### src/rtl/msfd_pkg.sv
// shared types, codes, threshold bands and counter helpers for the motor stall diagnostic
package msfd_pkg;

   localparam int CNT_W = 16;
   localparam int CMP_W = (CNT_W > 16) ? CNT_W : 16;
   localparam logic [CNT_W-1:0] CNT_MAX = '1;

   localparam logic [1:0] OP_TICK        = 2'd0;
   localparam logic [1:0] OP_CLEAR_STALL = 2'd1;
   localparam logic [1:0] OP_CLEAR_FAULT = 2'd2;

   localparam logic [1:0] CLR_ALL    = 2'd0;
   localparam logic [1:0] CLR_FIRST  = 2'd1;
   localparam logic [1:0] CLR_SECOND = 2'd2;
   localparam logic [1:0] CLR_THIRD  = 2'd3;

   localparam logic [2:0] EV_OBSTRUCTION = 3'd0;
   localparam logic [2:0] EV_STALL       = 3'd1;
   localparam logic [2:0] EV_OPEN        = 3'd2;
   localparam logic [2:0] EV_OVERCURRENT = 3'd3;
   localparam logic [2:0] EV_SHORT       = 3'd4;

   localparam logic [2:0] CSR_STALL_ENABLE       = 3'd0;
   localparam logic [2:0] CSR_OPEN_CHECK_ENABLE  = 3'd1;
   localparam logic [2:0] CSR_OC_CHECK_ENABLE    = 3'd2;
   localparam logic [2:0] CSR_MASK_TICKS         = 3'd3;
   localparam logic [2:0] CSR_OBSTRUCTION_LIMIT  = 3'd4;
   localparam logic [2:0] CSR_STALL_LIMIT        = 3'd5;
   localparam logic [2:0] CSR_FAULT_LIMIT        = 3'd6;
   localparam logic [2:0] CSR_OVERCURRENT_MA     = 3'd7;

   typedef struct packed {
      logic [1:0]  op;
      logic [1:0]  clear_type;
      logic [15:0] motor_current;
      logic [15:0] supply_voltage;
      logic [14:0] sensor_delta;
      logic        sensor_stopped;
      logic        drive_enable;
      logic        motor_running;
      logic        short_detected;
      logic        overcurrent_latched;
      logic        calibration_mode;
      logic [15:0] elapsed_time;
   } req_type;

   typedef struct packed {
      logic        stall_temporary;
      logic        stall_permanent;
      logic        fault_open;
      logic        fault_short;
      logic        fault_overcurrent;
      logic        drive_inhibit;
      logic        event_valid;
      logic [2:0]  event_code;
      logic [15:0] event_value;
   } rsp_type;

   typedef struct packed {
      logic        stall_enable;
      logic        open_check_enable;
      logic        overcurrent_check_enable;
      logic [15:0] mask_ticks;
      logic [15:0] obstruction_limit;
      logic [15:0] stall_limit;
      logic [15:0] fault_limit;
      logic [15:0] overcurrent_ma;
   } cfg_type;

   typedef struct packed {
      logic [4:0] motion;
      logic [9:0] obstr;
      logic [9:0] stall;
   } band_type;

   function automatic band_type band_sel(input logic [15:0] volt);
      band_type b;
      if (volt <= 16'd950) begin
         b = '{motion: 5'd10, obstr: 10'd550, stall: 10'd650};
      end else if (volt <= 16'd1050) begin
         b = '{motion: 5'd11, obstr: 10'd600, stall: 10'd700};
      end else if (volt <= 16'd1150) begin
         b = '{motion: 5'd12, obstr: 10'd650, stall: 10'd750};
      end else if (volt <= 16'd1250) begin
         b = '{motion: 5'd14, obstr: 10'd700, stall: 10'd800};
      end else if (volt <= 16'd1450) begin
         b = '{motion: 5'd16, obstr: 10'd800, stall: 10'd900};
      end else begin
         b = '{motion: 5'd17, obstr: 10'd900, stall: 10'd1000};
      end
      return b;
   endfunction

   function automatic logic [CNT_W-1:0] count_step(input logic [CNT_W-1:0] c, input logic up);
      logic [CNT_W-1:0] r;
      if (up) begin
         r = (c != CNT_MAX) ? CNT_W'(c + 1'b1) : c;
      end else begin
         r = (c != '0) ? CNT_W'(c - 1'b1) : '0;
      end
      return r;
   endfunction

   function automatic logic count_ge(input logic [CNT_W-1:0] c, input logic [15:0] limit);
      logic [CMP_W-1:0] a;
      logic [CMP_W-1:0] b;
      a = CMP_W'(c);
      b = CMP_W'(limit);
      return a >= b;
   endfunction

endpackage

### src/rtl/msfd_csr.sv
// configuration registers of the motor stall diagnostic
module msfd_csr (
   input  logic                 clock,
   input  logic                 reset,
   input  logic                 csr_write_enable,
   input  logic [2:0]           csr_index,
   input  logic [15:0]          csr_data,
   output msfd_pkg::cfg_type    cfg
);

   msfd_pkg::cfg_type cfg_ff;
   msfd_pkg::cfg_type cfg_in;

   always_comb begin
      cfg_in = cfg_ff;
      if (csr_write_enable) begin
         unique case (csr_index)
            msfd_pkg::CSR_STALL_ENABLE:      cfg_in.stall_enable = csr_data[0];
            msfd_pkg::CSR_OPEN_CHECK_ENABLE: cfg_in.open_check_enable = csr_data[0];
            msfd_pkg::CSR_OC_CHECK_ENABLE:   cfg_in.overcurrent_check_enable = csr_data[0];
            msfd_pkg::CSR_MASK_TICKS:        cfg_in.mask_ticks = csr_data;
            msfd_pkg::CSR_OBSTRUCTION_LIMIT: cfg_in.obstruction_limit = csr_data;
            msfd_pkg::CSR_STALL_LIMIT:       cfg_in.stall_limit = csr_data;
            msfd_pkg::CSR_FAULT_LIMIT:       cfg_in.fault_limit = csr_data;
            msfd_pkg::CSR_OVERCURRENT_MA:    cfg_in.overcurrent_ma = csr_data;
            default:                         cfg_in = cfg_ff;
         endcase
      end
   end

   always_ff @(posedge clock) begin
      if (reset) begin
         cfg_ff.stall_enable             <= 1'b1;
         cfg_ff.open_check_enable        <= 1'b1;
         cfg_ff.overcurrent_check_enable <= 1'b1;
         cfg_ff.mask_ticks               <= 16'd1000;
         cfg_ff.obstruction_limit        <= 16'd3000;
         cfg_ff.stall_limit              <= 16'd5000;
         cfg_ff.fault_limit              <= 16'd5000;
         cfg_ff.overcurrent_ma           <= 16'd1500;
      end else begin
         cfg_ff <= cfg_in;
      end
   end

   assign cfg = cfg_ff;

endmodule

### src/rtl/msfd_core.sv
// diagnostic state, counters and flag logic evaluated once per transaction
module msfd_core (
   input  logic                 clock,
   input  logic                 reset,
   input  logic                 fire,
   input  msfd_pkg::req_type    req,
   input  msfd_pkg::cfg_type    cfg,
   output msfd_pkg::rsp_type    rsp
);

   logic [15:0]                 mask_timer_ff, mask_timer_in;
   logic [msfd_pkg::CNT_W-1:0]  obstruction_count_ff, obstruction_count_in;
   logic [msfd_pkg::CNT_W-1:0]  stall_count_ff, stall_count_in;
   logic [msfd_pkg::CNT_W-1:0]  open_count_ff, open_count_in;
   logic [msfd_pkg::CNT_W-1:0]  overcurrent_count_ff, overcurrent_count_in;
   logic [1:0]                  stall_flags_ff, stall_flags_in;
   logic [2:0]                  fault_flags_ff, fault_flags_in;

   msfd_pkg::band_type          band;
   logic [15:0]                 ev_value_raw;
   logic                        ev_set;
   logic [2:0]                  ev_code;
   logic                        obs_up;
   logic                        stall_up;

   assign band = msfd_pkg::band_sel(req.supply_voltage);
   assign ev_value_raw = {3'b000, req.motor_current[15:3]} | {req.elapsed_time[15:8], 8'h00};
   assign obs_up = (req.motor_current >= {6'b0, band.obstr})
                   && (req.sensor_delta < {10'b0, band.motion})
                   && (req.sensor_delta > 15'd3);
   assign stall_up = (req.motor_current >= {6'b0, band.stall}) && req.sensor_stopped;

   always_comb begin
      mask_timer_in        = mask_timer_ff;
      obstruction_count_in = obstruction_count_ff;
      stall_count_in       = stall_count_ff;
      open_count_in        = open_count_ff;
      overcurrent_count_in = overcurrent_count_ff;
      stall_flags_in       = stall_flags_ff;
      fault_flags_in       = fault_flags_ff;
      ev_set               = 1'b0;
      ev_code              = msfd_pkg::EV_OBSTRUCTION;
      case (req.op)
         msfd_pkg::OP_CLEAR_STALL: begin
            case (req.clear_type)
               msfd_pkg::CLR_ALL:   stall_flags_in = 2'b00;
               msfd_pkg::CLR_FIRST: stall_flags_in[0] = 1'b0;
               default:             stall_flags_in[1] = 1'b0;
            endcase
         end
         msfd_pkg::OP_CLEAR_FAULT: begin
            case (req.clear_type)
               msfd_pkg::CLR_ALL:    fault_flags_in = 3'b000;
               msfd_pkg::CLR_FIRST:  fault_flags_in[0] = 1'b0;
               msfd_pkg::CLR_SECOND: fault_flags_in[1] = 1'b0;
               default:              fault_flags_in[2] = 1'b0;
            endcase
         end
         msfd_pkg::OP_TICK: begin
            if (req.drive_enable) begin
               if (mask_timer_ff != 16'hffff) begin
                  mask_timer_in = mask_timer_ff + 16'd1;
               end
               if (mask_timer_in >= cfg.mask_ticks) begin
                  obstruction_count_in = msfd_pkg::count_step(obstruction_count_ff, obs_up);
                  if (msfd_pkg::count_ge(obstruction_count_in, cfg.obstruction_limit)
                      && cfg.stall_enable && !req.calibration_mode) begin
                     stall_flags_in[0] = 1'b1;
                     ev_set = 1'b1;
                     ev_code = msfd_pkg::EV_OBSTRUCTION;
                  end
                  stall_count_in = msfd_pkg::count_step(stall_count_ff, stall_up);
                  if (msfd_pkg::count_ge(stall_count_in, cfg.stall_limit)
                      && cfg.stall_enable) begin
                     stall_flags_in[1] = 1'b1;
                     ev_set = 1'b1;
                     ev_code = msfd_pkg::EV_STALL;
                  end
               end else begin
                  obstruction_count_in = '0;
                  stall_count_in = '0;
               end
            end else begin
               mask_timer_in = 16'd0;
            end

            if (req.motor_running) begin
               open_count_in = msfd_pkg::count_step(open_count_ff,
                  (req.motor_current <= 16'd5) && req.sensor_stopped);
               if (msfd_pkg::count_ge(open_count_in, cfg.fault_limit)
                   && cfg.open_check_enable) begin
                  fault_flags_in[0] = 1'b1;
                  ev_set = 1'b1;
                  ev_code = msfd_pkg::EV_OPEN;
               end
            end else begin
               open_count_in = '0;
            end

            if (req.drive_enable && (stall_flags_in == 2'b00)) begin
               overcurrent_count_in = msfd_pkg::count_step(overcurrent_count_ff,
                  req.motor_current >= cfg.overcurrent_ma);
               if (msfd_pkg::count_ge(overcurrent_count_in, cfg.fault_limit)
                   && cfg.overcurrent_check_enable) begin
                  fault_flags_in[2] = 1'b1;
                  ev_set = 1'b1;
                  ev_code = msfd_pkg::EV_OVERCURRENT;
               end
            end else begin
               overcurrent_count_in = '0;
            end

            if (req.short_detected) begin
               fault_flags_in[1] = 1'b1;
               ev_set = 1'b1;
               ev_code = msfd_pkg::EV_SHORT;
            end else if (req.overcurrent_latched) begin
               fault_flags_in[2] = 1'b1;
            end
         end
         default: ;
      endcase
   end

   always_ff @(posedge clock) begin
      if (reset) begin
         mask_timer_ff        <= '0;
         obstruction_count_ff <= '0;
         stall_count_ff       <= '0;
         open_count_ff        <= '0;
         overcurrent_count_ff <= '0;
         stall_flags_ff       <= '0;
         fault_flags_ff       <= '0;
      end else if (fire) begin
         mask_timer_ff        <= mask_timer_in;
         obstruction_count_ff <= obstruction_count_in;
         stall_count_ff       <= stall_count_in;
         open_count_ff        <= open_count_in;
         overcurrent_count_ff <= overcurrent_count_in;
         stall_flags_ff       <= stall_flags_in;
         fault_flags_ff       <= fault_flags_in;
      end
   end

   always_comb begin
      rsp.stall_temporary   = stall_flags_in[0];
      rsp.stall_permanent   = stall_flags_in[1];
      rsp.fault_open        = fault_flags_in[0];
      rsp.fault_short       = fault_flags_in[1];
      rsp.fault_overcurrent = fault_flags_in[2];
      rsp.drive_inhibit     = (|stall_flags_in) | (|fault_flags_in);
      rsp.event_valid       = ev_set;
      rsp.event_code        = ev_set ? ev_code : msfd_pkg::EV_OBSTRUCTION;
      rsp.event_value       = ev_set ? ev_value_raw : 16'd0;
   end

endmodule

### src/rtl/motor_stall_fault_diagnostic.sv
// top level of the motor stall and fault diagnostic
//
//   port group   direction   handshake            payload
//   req_         in          req_valid/req_stall  req_data (msfd_pkg::req_type)
//   rsp_         out         rsp_valid/rsp_stall  rsp_data (msfd_pkg::rsp_type)
//   csr_         in          csr_write_enable     csr_index, csr_data
//
// one transaction per clock sustained while rsp_stall is low; each passes the input register, then the result register
// the flag and counter update sits between the input register and the result register
// synchronous reset restores register defaults and clears counters and flags
// a held result stalls the input register, which then stalls req_
module motor_stall_fault_diagnostic (
   input  logic                 clock,
   input  logic                 reset,
   input  logic                 req_valid,
   output logic                 req_stall,
   input  msfd_pkg::req_type    req_data,
   output logic                 rsp_valid,
   input  logic                 rsp_stall,
   output msfd_pkg::rsp_type    rsp_data,
   input  logic                 csr_write_enable,
   input  logic [2:0]           csr_index,
   input  logic [15:0]          csr_data
);

   logic                 in_valid_ff, in_valid_in;
   msfd_pkg::req_type    in_data_ff;
   logic                 out_valid_ff, out_valid_in;
   msfd_pkg::rsp_type    out_data_ff;
   msfd_pkg::rsp_type    core_rsp;
   msfd_pkg::cfg_type    cfg;
   logic                 fire;
   logic                 req_take;

   msfd_csr u_csr (
      .clock            (clock),
      .reset            (reset),
      .csr_write_enable (csr_write_enable),
      .csr_index        (csr_index),
      .csr_data         (csr_data),
      .cfg              (cfg)
   );

   msfd_core u_core (
      .clock (clock),
      .reset (reset),
      .fire  (fire),
      .req   (in_data_ff),
      .cfg   (cfg),
      .rsp   (core_rsp)
   );

   assign fire      = in_valid_ff && (!out_valid_ff || !rsp_stall);
   assign req_stall = in_valid_ff && !fire;
   assign req_take  = req_valid && !req_stall;

   always_comb begin
      in_valid_in = req_take ? 1'b1 : (fire ? 1'b0 : in_valid_ff);
      if (fire) begin
         out_valid_in = 1'b1;
      end else if (!rsp_stall) begin
         out_valid_in = 1'b0;
      end else begin
         out_valid_in = out_valid_ff;
      end
   end

   always_ff @(posedge clock) begin
      if (reset) begin
         in_valid_ff  <= 1'b0;
         out_valid_ff <= 1'b0;
      end else begin
         in_valid_ff  <= in_valid_in;
         out_valid_ff <= out_valid_in;
      end
   end

   always_ff @(posedge clock) begin
      if (req_take) begin
         in_data_ff <= req_data;
      end
      if (fire) begin
         out_data_ff <= core_rsp;
      end
   end

   assign rsp_valid = out_valid_ff;
   assign rsp_data  = out_data_ff;

endmodule
### config.mk
export PLATFORM = sky130hd
export DESIGN_NAME = motor_stall_fault_diagnostic
export DESIGN_NICKNAME = d
export VERILOG_FILES = /design/src/rtl/msfd_pkg.sv /design/src/rtl/msfd_csr.sv /design/src/rtl/msfd_core.sv /design/src/rtl/motor_stall_fault_diagnostic.sv
export SDC_FILE = /design/constraint.sdc
export NUM_CORES = 1
export LEC_CHECK = 0
export ABC_AREA = 1
export BUFFER_PORTS_ARGS = -buffer_cell sky130_fd_sc_hd__buf_4
export CORE_MARGIN = 4
export CORE_UTILIZATION = 45
export DETAILED_ROUTE_END_ITERATION = 10
export PLACE_DENSITY_LB_ADDON = 0.25
export REMOVE_ABC_BUFFERS = 1
export SYNTH_ARGS = -nofsm -noshare
export SYNTH_HDL_FRONTEND = slang
export SYNTH_SLANG_ARGS = --single-unit
### constraint.sdc
create_clock -name clock -period 4.35 [get_ports clock]
set_clock_uncertainty 0.05 [all_clocks]
set_input_delay 0.87 -clock clock [delete_from_list [all_inputs] [get_ports clock]]
set_output_delay 0.87 -clock clock [all_outputs]
set_load 0.01 [all_outputs]
==> impl_results.rst, run 1 <==
.. list-table::
   :header-rows: 1

   * - Metric
     - Value
   * - Critical path's top delay family
     - simple AND/OR/NAND/NOR gates
   * - Post-synthesis area per instance
     - 7.28 sq um
   * - Average detailed-routed wire length per instance
     - 15.4 um
   * - DIE HEIGHT
     - 201 um
   * - Routed vias/inst
     - 5.24
   * - Combined area of all synthesized cells
     - 16700 sq um
   * - Yosys warning total
     - 0
   * - Crit path kind
     - reg2reg
   * - Placed Instance Area
     - 18600 sq um
   * - TritonCTS clock tree
     - built
   * - Maximum achievable frequency
     - 201 MHz
   * - Share of power burned in combinational logic
     - 11.2%
   * - Input/output buffers
     - 116
   * - Sum of net half-perimeters after detailed placement
     - 33.1 mm
   * - First-pass detailed-route iteration total
     - 7
   * - Unrepaired setup endpoints after global routing
     - true
   * - Power dissipated by switching net loads
     - 1.49 mW
   * - Antenna violations before repair
     - 0
   * - Leakage power of the design
     - 9.31 nW
   * - Cells on Worst Hold Path
     - 1
   * - First-pass GRT wire length
     - 73.9 mm
   * - Critical Path Sink Type
     - register
   * - Overall Power
     - 5.92 mW
   * - Layout Utilization
     - 56.6%
   * - Number of H-tree levels
     - 1
   * - Time the worst path needs with I/O delays and setup
     - 4990 ps
   * - Final non-filler cell area
     - 20700 sq um
   * - Max FO, Critical Path
     - 8
   * - Overflow after GRT
     - 0
   * - Clock buffer depth
     - 3
   * - Residual antenna-violating net count after detailed routing
     - 0
   * - DRC marker count from the first detailed-route iteration
     - 995
   * - Buffer and inverter count on the worst path
     - 8
   * - Number of buffers added by the clock tree synthesis step
     - 30
   * - Cell-internal power
     - 4.43 mW
   * - Cell with the most instances on the worst path
     - sky130_fd_sc_hd__nand2_2
   * - Actual slew at the worst max-slew pin
     - 1200 ps
   * - Weighted congestion reported at the end of routability-driven placement
     - 0.886
   * - Switching part of the total power
     - 25.2%
   * - GR Util All Layers
     - 21.7%
   * - Area growth from synthesis to layout
     - 24.0%
   * - Worst vdd rail ir drop
     - 0.305 mV
   * - Share of final-layout standard cells stronger than drive strength 1
     - 21.0%
   * - Row cnt
     - 70
   * - Cells after DPL
     - 2896
   * - Ratio of total power to cell area
     - 286 nW/um^2
   * - Setup Slack @ Placement
     - -789 ps
   * - Count of antenna diodes in the layout
     - 0
   * - Share of total power in sequential cells
     - 44.9%
   * - Largest net degree at the start of global routing
     - 68
   * - Die X-Extent
     - 201 um
   * - Final clock period utilization by the worst path
     - 115%
   * - Max-slew headroom at the worst pin
     - 19.9%
   * - Worst path arrival time
     - 5280 ps
   * - Aggregate routed wire length
     - 45.9 mm
   * - Starting density of the core
     - 45.6%
   * - Clock transition at the registers of the reported paths
     - 60 ps
   * - Worst path setup slack after routing
     - -636 ps
   * - Core ar.
     - 36600 sq um
   * - Sink count of the clock tree
     - 261
   * - Number of logic stages on the critical path including buffering
     - 37
   * - Number of failing setup endpoints in the final timing report
     - 42
   * - Proportion of synthesized chip area in sequential cells
     - 36.7%
   * - Final Net Count
     - 2719
   * - Failing checks
     - negative setup slack
   * - Remaining DRCs
     - 0
   * - Fin Hold WS
     - 404 ps
   * - Cell count after synthesis
     - 2295
   * - Count of placed standard cells in the final layout, fillers left out
     - 2986
   * - Data required time of the critical path
     - 4640 ps
   * - Worst Hold Class
     - in2reg
   * - Clock latency reported for the late side of the worst-skew pair
     - 590 ps
   * - Slowest cell on the critical path
     - sky130_fd_sc_hd__edfxtp_1
   * - Root buf cell
     - sky130_fd_sc_hd__clkbuf_16
   * - Max-slew violations
     - 0
   * - Crit path launch type
     - register
   * - Part of the power in the clock network
     - 43.9%
   * - Area of the die
     - 40300 sq um
   * - Yosys cell types
     - 60
   * - Number of global-route vias before repair
     - 14900
   * - Max-cap violation count
     - 0
   * - Final Hold Viols
     - 0
   * - IO Count
     - 125
   * - Via count
     - 15700
   * - #FFs+latches synth
     - 261
   * - Register-to-Register Path Depth
     - 37
   * - Run status
     - complete, but fails checks
   * - Worst path max stage delay
     - 410 ps
   * - Final total negative setup slack
     - -22770 ps
==> registers in the layout, indices dropped and copies added, names as in the netlist <==
| register | cells |
|---|---|
| u_core.obstruction_count_ff | 16 |
| rsp_data | 26 |
| u_core.stall_flags_ff | 2 |
| u_core.overcurrent_count_ff | 16 |
| in_valid_ff | 1 |
| in_data_ff | 65 |
| u_core.fault_flags_ff | 3 |
| u_core.open_count_ff | 16 |
| u_core.mask_timer_ff | 16 |
| rsp_valid | 1 |
| u_csr.cfg | 83 |
| u_core.stall_count_ff | 16 |
==> synth_stat cells (all sizes together) <==
cell type,count,area share (%)
o31ai,5,0.25
or4,2,0.090
nand3b,5,0.22
or2,11,0.44
nor4,15,0.73
o21ai,194,6.0
xnor2,5,0.26
clkbuf,53,1.2
o21a,5,0.22
a22oi,7,0.31
dfxtp,170,20
nor3,47,1.7
a211oi,5,0.22
nand4,33,1.4
buf,34,1.3
o211ai,30,1.3
clkinv,1,0.022
nand3,112,3.5
nor3b,2,0.15
inv,335,7.6
a21o,1,0.045
a311o,1,0.060
and2,2,0.075
a21oi,226,6.9
nand2,476,11
nor2,234,5.6
and3,4,0.15
edfxtp,91,16
ha,127,9.5
xor2,51,2.7
o32ai,1,0.052
a31oi,6,0.22
o311ai,1,0.052
o22ai,3,0.11
==> path summary, 6_finish.rpt <==
check	endpoint	slack, ps	from
hold / removal	in_data_ff[16]	400	req_data[16]
setup reg to reg	rsp_data[3]	-640	in_data_ff[51]
hold reg to reg	u_csr.cfg[75]	410	u_csr.cfg[75]
setup / recovery	rsp_data[3]	-640	in_data_ff[51]
==> layout by cell type (no fill, tap or decap), drive strengths merged, types with 15 or more instances in the layout <==
cell and instances:
nand2 477, o21ai 194, ha 127, nor2 234
buf 254, nand3 112, inv 336, nor4 15
a21oi 226, xor2 51, edfxtp 91, clkbuf 44
o211ai 30, dfxtp 170, nor3 47, nand4 33
==> power groups by stage <==
stage          logic [mW]  clock network, mW  registers (mW)
6_report            0.663               2.59            2.66
5_1_grt             0.742               2.77            2.66
4_1_cts             0.628               2.66            2.66
3_5_place_dp        0.586                  0            2.71
3_3_place_gp        0.572                  0            2.71
2_1_floorplan       0.312                  0            2.70
==> area by class of cell <==
class,instances,area (sq um)
clock inverter,11,141
multi-input combinational,1612,9660
timing repair buffer,254,2030
tap,468,586
fill,3409,15900
inverter,336,1270
sequential,261,6140
clock buffer,44,891
==> cells by family after synthesis <==
family / Yosys count / synth area share, %
xor+xnor: 56 / 2.98
simple gates: 943 / 24.9
compound gates: 485 / 15.8
fa+ha+maj: 127 / 9.51
flops: 261 / 36.7
buf+inv: 423 / 10.0
==> repair_timing <==
| action | CTS | global route |
|---|---|---|
| hold buffers | 0 | 0 |
| cloned | 3 | 0 |
| resized for setup | 124 | 92 |
| hold endpoints to repair | 0 | 0 |
| setup endpoints to repair | 42 | 44 |
| buffers inserted | 18 | 17 |
| pin swaps | 26 | 40 |
==> routing by layer <==
| metal | global-route usage [%] | vias up | routed length, um |
|---|---|---|---|
| met3 | 2.37 | 86 | 2150 |
| met5 | 0 | - | 0 |
| met4 | 6.39 | 0 | 1170 |
| met2 | 37.9 | 367 | 22200 |
| met1 | 28.5 | 7233 | 20400 |
| li1 | - | 7972 | - |
Note: power is estimated with default switching activity, not from simulation.
==> run 2, diff against run 1 <==
RECOVER_POWER = 100   (was unset)
==> impl_results.rst, run 2 (same netlist as run 1, synthesis figures left out) <==
.. list-table::
   :header-rows: 1

   * - Metric
     - Value
   * - Number of buffers added by the clock tree synthesis step
     - 30
   * - Clock latency reported for the late side of the worst-skew pair
     - 590 ps
   * - Beginning of the worst register-to-register path
     - in_data_ff[51]
   * - Most used routing layer
     - met2
   * - First-pass GRT wire length
     - 73.9 mm
   * - Final non-filler cell area
     - 20600 sq um
   * - Residual antenna-violating net count after detailed routing
     - 0
   * - Cell with the most instances on the worst path
     - sky130_fd_sc_hd__nand2_2
   * - Starting density of the core
     - 45.6%
   * - Final Net Count
     - 2719
   * - Final Hold Viols
     - 0
   * - Fin Hold WS
     - 417 ps
   * - Share of final-layout standard cells stronger than drive strength 1
     - 19.4%
   * - Row cnt
     - 70
   * - Clock transition at the registers of the reported paths
     - 60 ps
   * - Via count
     - 15700
   * - Area of the die
     - 40300 sq um
   * - Failing checks
     - max-capacitance violations, max-slew violations, negative setup slack
   * - Weighted congestion reported at the end of routability-driven placement
     - 0.886
   * - Die X-Extent
     - 201 um
   * - Leakage power of the design
     - 9.14 nW
   * - Worst flop-to-flop path endpoint
     - rsp_data[3]
   * - Placed Instance Area
     - 18600 sq um
   * - Most common cell after layout, fill and taps aside
     - sky130_fd_sc_hd__nand2_1
   * - Start point of the worst min-delay path
     - u_csr.cfg[75]
   * - Cells after DPL
     - 2896
   * - Sink count of the clock tree
     - 261
   * - DRC marker count from the first detailed-route iteration
     - 978
   * - Max FO, Critical Path
     - 8
   * - Count of placed standard cells in the final layout, fillers left out
     - 2987
   * - Hold-fix buffers at CTS
     - 0
   * - Sum of net half-perimeters after detailed placement
     - 33.1 mm
   * - DIE HEIGHT
     - 201 um
   * - Final total negative setup slack
     - -22760 ps
   * - Ratio of total power to cell area
     - 287 nW/um^2
   * - Unrepaired setup endpoints after global routing
     - true
   * - GR Util All Layers
     - 21.7%
   * - Time the worst path needs with I/O delays and setup
     - 4980 ps
   * - Input/output buffers
     - 116
   * - Most frequent cells in the layout
     - 441 x sky130_fd_sc_hd__nand2_1, 305 x sky130_fd_sc_hd__inv_1, 195 x sky130_fd_sc_hd__a21oi_1
   * - Crit path launch type
     - register
   * - Worst Hold Class
     - reg2reg
   * - Clock buffer depth
     - 3
   * - Number of failing setup endpoints in the final timing report
     - 42
   * - TritonCTS clock tree
     - built
   * - Layout fillers
     - 3451
   * - Worst path arrival time
     - 5280 ps
   * - First-pass detailed-route iteration total
     - 5
   * - Actual slew at the worst max-slew pin
     - 2170 ps
   * - Largest net degree at the start of global routing
     - 68
   * - Max-slew headroom at the worst pin
     - -45.0%
   * - Setup Slack @ Placement
     - -789 ps
   * - GR Layer Usage met3
     - 2.37%
   * - Antenna violations before repair
     - 1
   * - Worst path max stage delay
     - 410 ps
   * - IO Count
     - 125
   * - Core ar.
     - 36600 sq um
   * - Buffer and inverter count on the worst path
     - 8
   * - Cells on Worst Hold Path
     - 2
   * - Average detailed-routed wire length per instance
     - 15.3 um
   * - FF-to-FF setup slack
     - -630 ps
   * - End point of the most critical hold path
     - u_csr.cfg[75]
   * - Maximum achievable frequency
     - 201 MHz
   * - Number of global-route vias before repair
     - 14900
   * - Crit path kind
     - reg2reg
   * - Worst vdd rail ir drop
     - 0.305 mV
   * - Number of flip-flops in the largest register
     - 83
   * - Global routing usage on met1
     - 28.5%
   * - Routed vias/inst
     - 5.24
   * - Aggregate routed wire length
     - 45.8 mm
   * - Final clock period utilization by the worst path
     - 114%
   * - Critical path's top delay family
     - simple AND/OR/NAND/NOR gates
   * - Data required time of the critical path
     - 4650 ps
   * - Met2 usage
     - 37.9%
   * - Root buf cell
     - sky130_fd_sc_hd__clkbuf_16
   * - Run status
     - complete, but fails checks
   * - Slowest cell on the critical path
     - sky130_fd_sc_hd__edfxtp_1
   * - Area growth from synthesis to layout
     - 23.0%
   * - Critical Path Sink Type
     - register
   * - Remaining DRCs
     - 0
   * - Max-cap violation count
     - 2
   * - Register-to-Register Path Depth
     - 37
   * - Worst path setup slack after routing
     - -629 ps
   * - Number of H-tree levels
     - 1
   * - Overflow after GRT
     - 0
   * - Max-slew violations
     - 77
-- run 2: cell types whose count changed in the layout (fill, tap and decap cells not counted), sizes merged --
cell    change
clkbuf    +102
buf       -102
diode       +1
-- run 2: per-stage QoR --
stage | total power [mW] | utilization, %
final | 5.90 | 56.1
after global routing | 6.16 | 56.1
after CTS | 5.94 | 55.4
after detailed placement | 3.29 | 50.7
after global placement | 3.28 | 50.7
after floorplan | 3.01 | -
-- run 2: area by class of cell --
class / count / area (sq um) / area share (%)
sequential: 261 / 6140 / 29.9
tap: 468 / 586 / 2.85
clock buffer: 44 / 891 / 4.33
timing repair buffer: 254 / 1890 / 9.22
inverter: 336 / 1270 / 6.17
clock inverter: 11 / 141 / 0.688
multi-input combinational: 1612 / 9630 / 46.9
antenna: 1 / 2.50 / 0.0122
-- run 2: worst max path at each step --
stage / cells past startpoint / endpoint / start / slack [ps]
6_report: 37 / rsp_data[3] / in_data_ff[51] / -630
5_1_grt: 34 / rsp_data[3] / in_data_ff[50] / -940
4_1_cts: 40 / rsp_data[8] / in_data_ff[48] / -540
3_5_place_dp: 40 / rsp_data[12] / in_data_ff[48] / -790
3_3_place_gp: 36 / rsp_data[6] / in_data_ff[46] / -740
2_1_floorplan: 34 / u_core.overcurrent_count_ff[13] / in_data_ff[45] / -580
-- run 2: worst min-delay path, stage by stage (launching register included) --
cell and delay, ps:
sky130_fd_sc_hd__dfxtp_1 300, sky130_fd_sc_hd__inv_1 60, sky130_fd_sc_hd__a21oi_1 60
-- run 2: power breakdown --
group / switching (mW) / leakage [nW] / internal, mW
Sequential: 0.0439 / 2.27 / 2.61
Combinational: 0.392 / 6.36 / 0.256
Clock: 1.05 / 0.511 / 1.54
Total: 1.49 / 9.14 / 4.41
-- run 2: what timing repair did --
item,in CTS,in global routing
setup buffers,18,17
cloned,3,0
gates resized for setup,124,92
pin swaps,26,40
endpoints found under the setup margin,42,44
-- run 2: per-layer routing --
layer	vias up	wire length [um]	share of wire, %
met2	346	22200	48
li1	7983	-	-
met5	-	0	0
met4	0	1170	2.6
met3	82	1970	4.3
met1	7252	20500	45
==> run 3, diff against run 2 <==
CELL_PAD_IN_SITES_DETAIL_PLACEMENT = 2   (was unset)
CELL_PAD_IN_SITES_GLOBAL_PLACEMENT = 2   (was unset)
CORE_UTILIZATION = 32   (was 45)
==> impl_results.rst, run 3 (same netlist as run 1, synthesis figures left out) <==
.. list-table::
   :header-rows: 1

   * - Metric
     - Value
   * - Via count
     - 17000
   * - Count of placed standard cells in the final layout, fillers left out
     - 3225
   * - Layout fillers
     - 5886
   * - Worst vdd rail ir drop
     - 0.303 mV
   * - Final clock period utilization by the worst path
     - 127%
   * - DRC marker count from the first detailed-route iteration
     - 922
   * - Clock latency reported for the late side of the worst-skew pair
     - 560 ps
   * - Area growth from synthesis to layout
     - 29.7%
   * - Crit path launch type
     - register
   * - Final Net Count
     - 2743
   * - Overflow after GRT
     - 0
   * - Share of total power in sequential cells
     - 40.6%
   * - Hold-fix buffers at CTS
     - 0
   * - Switching part of the total power
     - 27.4%
   * - Max-cap violation count
     - 4
   * - First-pass detailed-route iteration total
     - 5
   * - Critical Path Sink Type
     - register
   * - Starting density of the core
     - 32.4%
   * - Routed vias/inst
     - 5.29
   * - Part of the power in the clock network
     - 47.3%
   * - Failing checks
     - max-capacitance violations, max-slew violations, negative setup slack
   * - Row cnt
     - 83
   * - Aggregate routed wire length
     - 72.5 mm
   * - Max-slew violations
     - 153
   * - Remaining DRCs
     - 0
   * - Sum of net half-perimeters after detailed placement
     - 47.2 mm
   * - Sink count of the clock tree
     - 261
   * - Run status
     - complete, but fails checks
   * - Max FO, Critical Path
     - 6
   * - Worst path arrival time
     - 5850 ps
   * - Largest net degree at the start of global routing
     - 60
   * - FF/Latch Area
     - 6140 sq um
   * - Clock transition at the registers of the reported paths
     - 60 ps
   * - Number of global-route vias before repair
     - 18800
   * - Max-slew headroom at the worst pin
     - -43.3%
   * - First-pass GRT wire length
     - 105 mm
   * - Number of buffers added by the clock tree synthesis step
     - 34
   * - Critical path's top delay family
     - simple AND/OR/NAND/NOR gates
   * - Most common cell after layout, fill and taps aside
     - sky130_fd_sc_hd__nand2_1
   * - Unrepaired setup endpoints after global routing
     - true
   * - Weighted congestion reported at the end of routability-driven placement
     - 0.861
   * - Number of failing setup endpoints in the final timing report
     - 58
   * - Root buf cell
     - sky130_fd_sc_hd__clkbuf_16
   * - TritonCTS clock tree
     - built
   * - Input/output buffers
     - 116
   * - Time the worst path needs with I/O delays and setup
     - 5510 ps
   * - Multi-input logic area
     - 10100 sq um
   * - Worst path max stage delay
     - 430 ps
   * - Clock buffer depth
     - 3
   * - Buffer and inverter count on the worst path
     - 7
   * - Final Hold Viols
     - 0
   * - Power dissipated by switching net loads
     - 1.80 mW
   * - Number of flip-flops in the largest register
     - 83
   * - Die X-Extent
     - 237 um
   * - Number of H-tree levels
     - 2
   * - Residual antenna-violating net count after detailed routing
     - 0
   * - Worst Hold Class
     - reg2reg
   * - Cell-internal power
     - 4.77 mW
   * - Maximum achievable frequency
     - 181 MHz
   * - Data required time of the critical path
     - 4690 ps
   * - Ratio of total power to cell area
     - 303 nW/um^2
   * - Antenna violations before repair
     - 4
   * - Worst path setup slack after routing
     - -1160 ps
   * - Crit path kind
     - reg2reg
   * - Core ar.
     - 51500 sq um
   * - Cells after DPL
     - 3129
   * - GR Util All Layers
     - 23.1%
   * - Overall Power
     - 6.57 mW
   * - Share of final-layout standard cells stronger than drive strength 1
     - 22.1%
   * - Area of the die
     - 55900 sq um
   * - Actual slew at the worst max-slew pin
     - 2150 ps
   * - DIE HEIGHT
     - 237 um
   * - Cell with the most instances on the worst path
     - sky130_fd_sc_hd__nand2_1
   * - Leakage power of the design
     - 9.60 nW
   * - Share of power burned in combinational logic
     - 12.0%
   * - IO Count
     - 125
   * - Average detailed-routed wire length per instance
     - 22.5 um
   * - Slowest cell on the critical path
     - sky130_fd_sc_hd__edfxtp_1
   * - Most frequent cells in the layout
     - 408 x sky130_fd_sc_hd__nand2_1, 305 x sky130_fd_sc_hd__inv_1, 194 x sky130_fd_sc_hd__nor2_1
==> run 3: worst paths after layout <==
path,to,startpoint,slack [ps],depth (start not counted)
worst max-delay path,rsp_data[4],in_data_ff[49],-1160,36
worst min-delay path,u_csr.cfg[65],u_csr.cfg[65],430,2
worst max register to register,rsp_data[4],in_data_ff[49],-1160,36
worst min register to register,u_csr.cfg[65],u_csr.cfg[65],430,2
==> run 3: repair_timing <==
action                                  CTS  global route
pin swaps                                64            78
gates resized for setup                 160           159
gates cloned                              4             1
endpoints found under the setup margin   42            44
buffers inserted                         14            16
endpoints found under the hold margin     0             0
==> run 3: metal layers <==
| layer | GRT usage [%] | routed length (um) |
|---|---|---|
| met4 | 6.09 | 2080 |
| met2 | 43.5 | 38600 |
| met1 | 28.1 | 29900 |
| met3 | 2.22 | 1920 |
| met5 | 0 | 0 |
==> run 3: power by group through the flow <==
stage	Combinational (mW)	Sequential, mW	Clock [mW]
after floorplan	0.312	2.70	0
after global placement	0.616	2.71	0
after detailed placement	0.660	2.71	0
after CTS	0.716	2.66	3.15
after global routing	0.862	2.68	3.28
final	0.790	2.67	3.11
==> run 3: worst reg2reg max path, delay by kind of cell (launching register included) <==
kind,cells,cell delay (ps)
adder cells (fa/ha/maj),2,630
buffers and inverters,7,930
flip-flops,1,430
AND/OR/NAND/NOR,24,2770
AO/OA/AOI/OAI,3,530
==> run 3: layout make-up <==
cell class | count | area share (%)
repair buffers | 275 | 9.87
well taps | 680 | 3.93
clock buffers | 42 | 4.25
multi-input cells | 1611 | 46.4
diodes | 2 | 0.0231
flip-flops and latches | 261 | 28.3
inverters | 336 | 5.92
clock inverters | 18 | 1.25
==> run 3: stage by stage <==
stage	utilization, %	setup TNS, ps	instance area (sq um)	hold WS (ps)	setup WS, ps
2_1_floorplan	-	-19580	16300	379	-580
3_3_place_gp	37.0	-38090	19000	397	-981
3_5_place_dp	37.0	-48270	19000	408	-1230
4_1_cts	40.8	-30320	21000	414	-780
5_1_grt	42.1	-65670	21700	445	-1450
6_report	42.1	-45980	21700	425	-1160
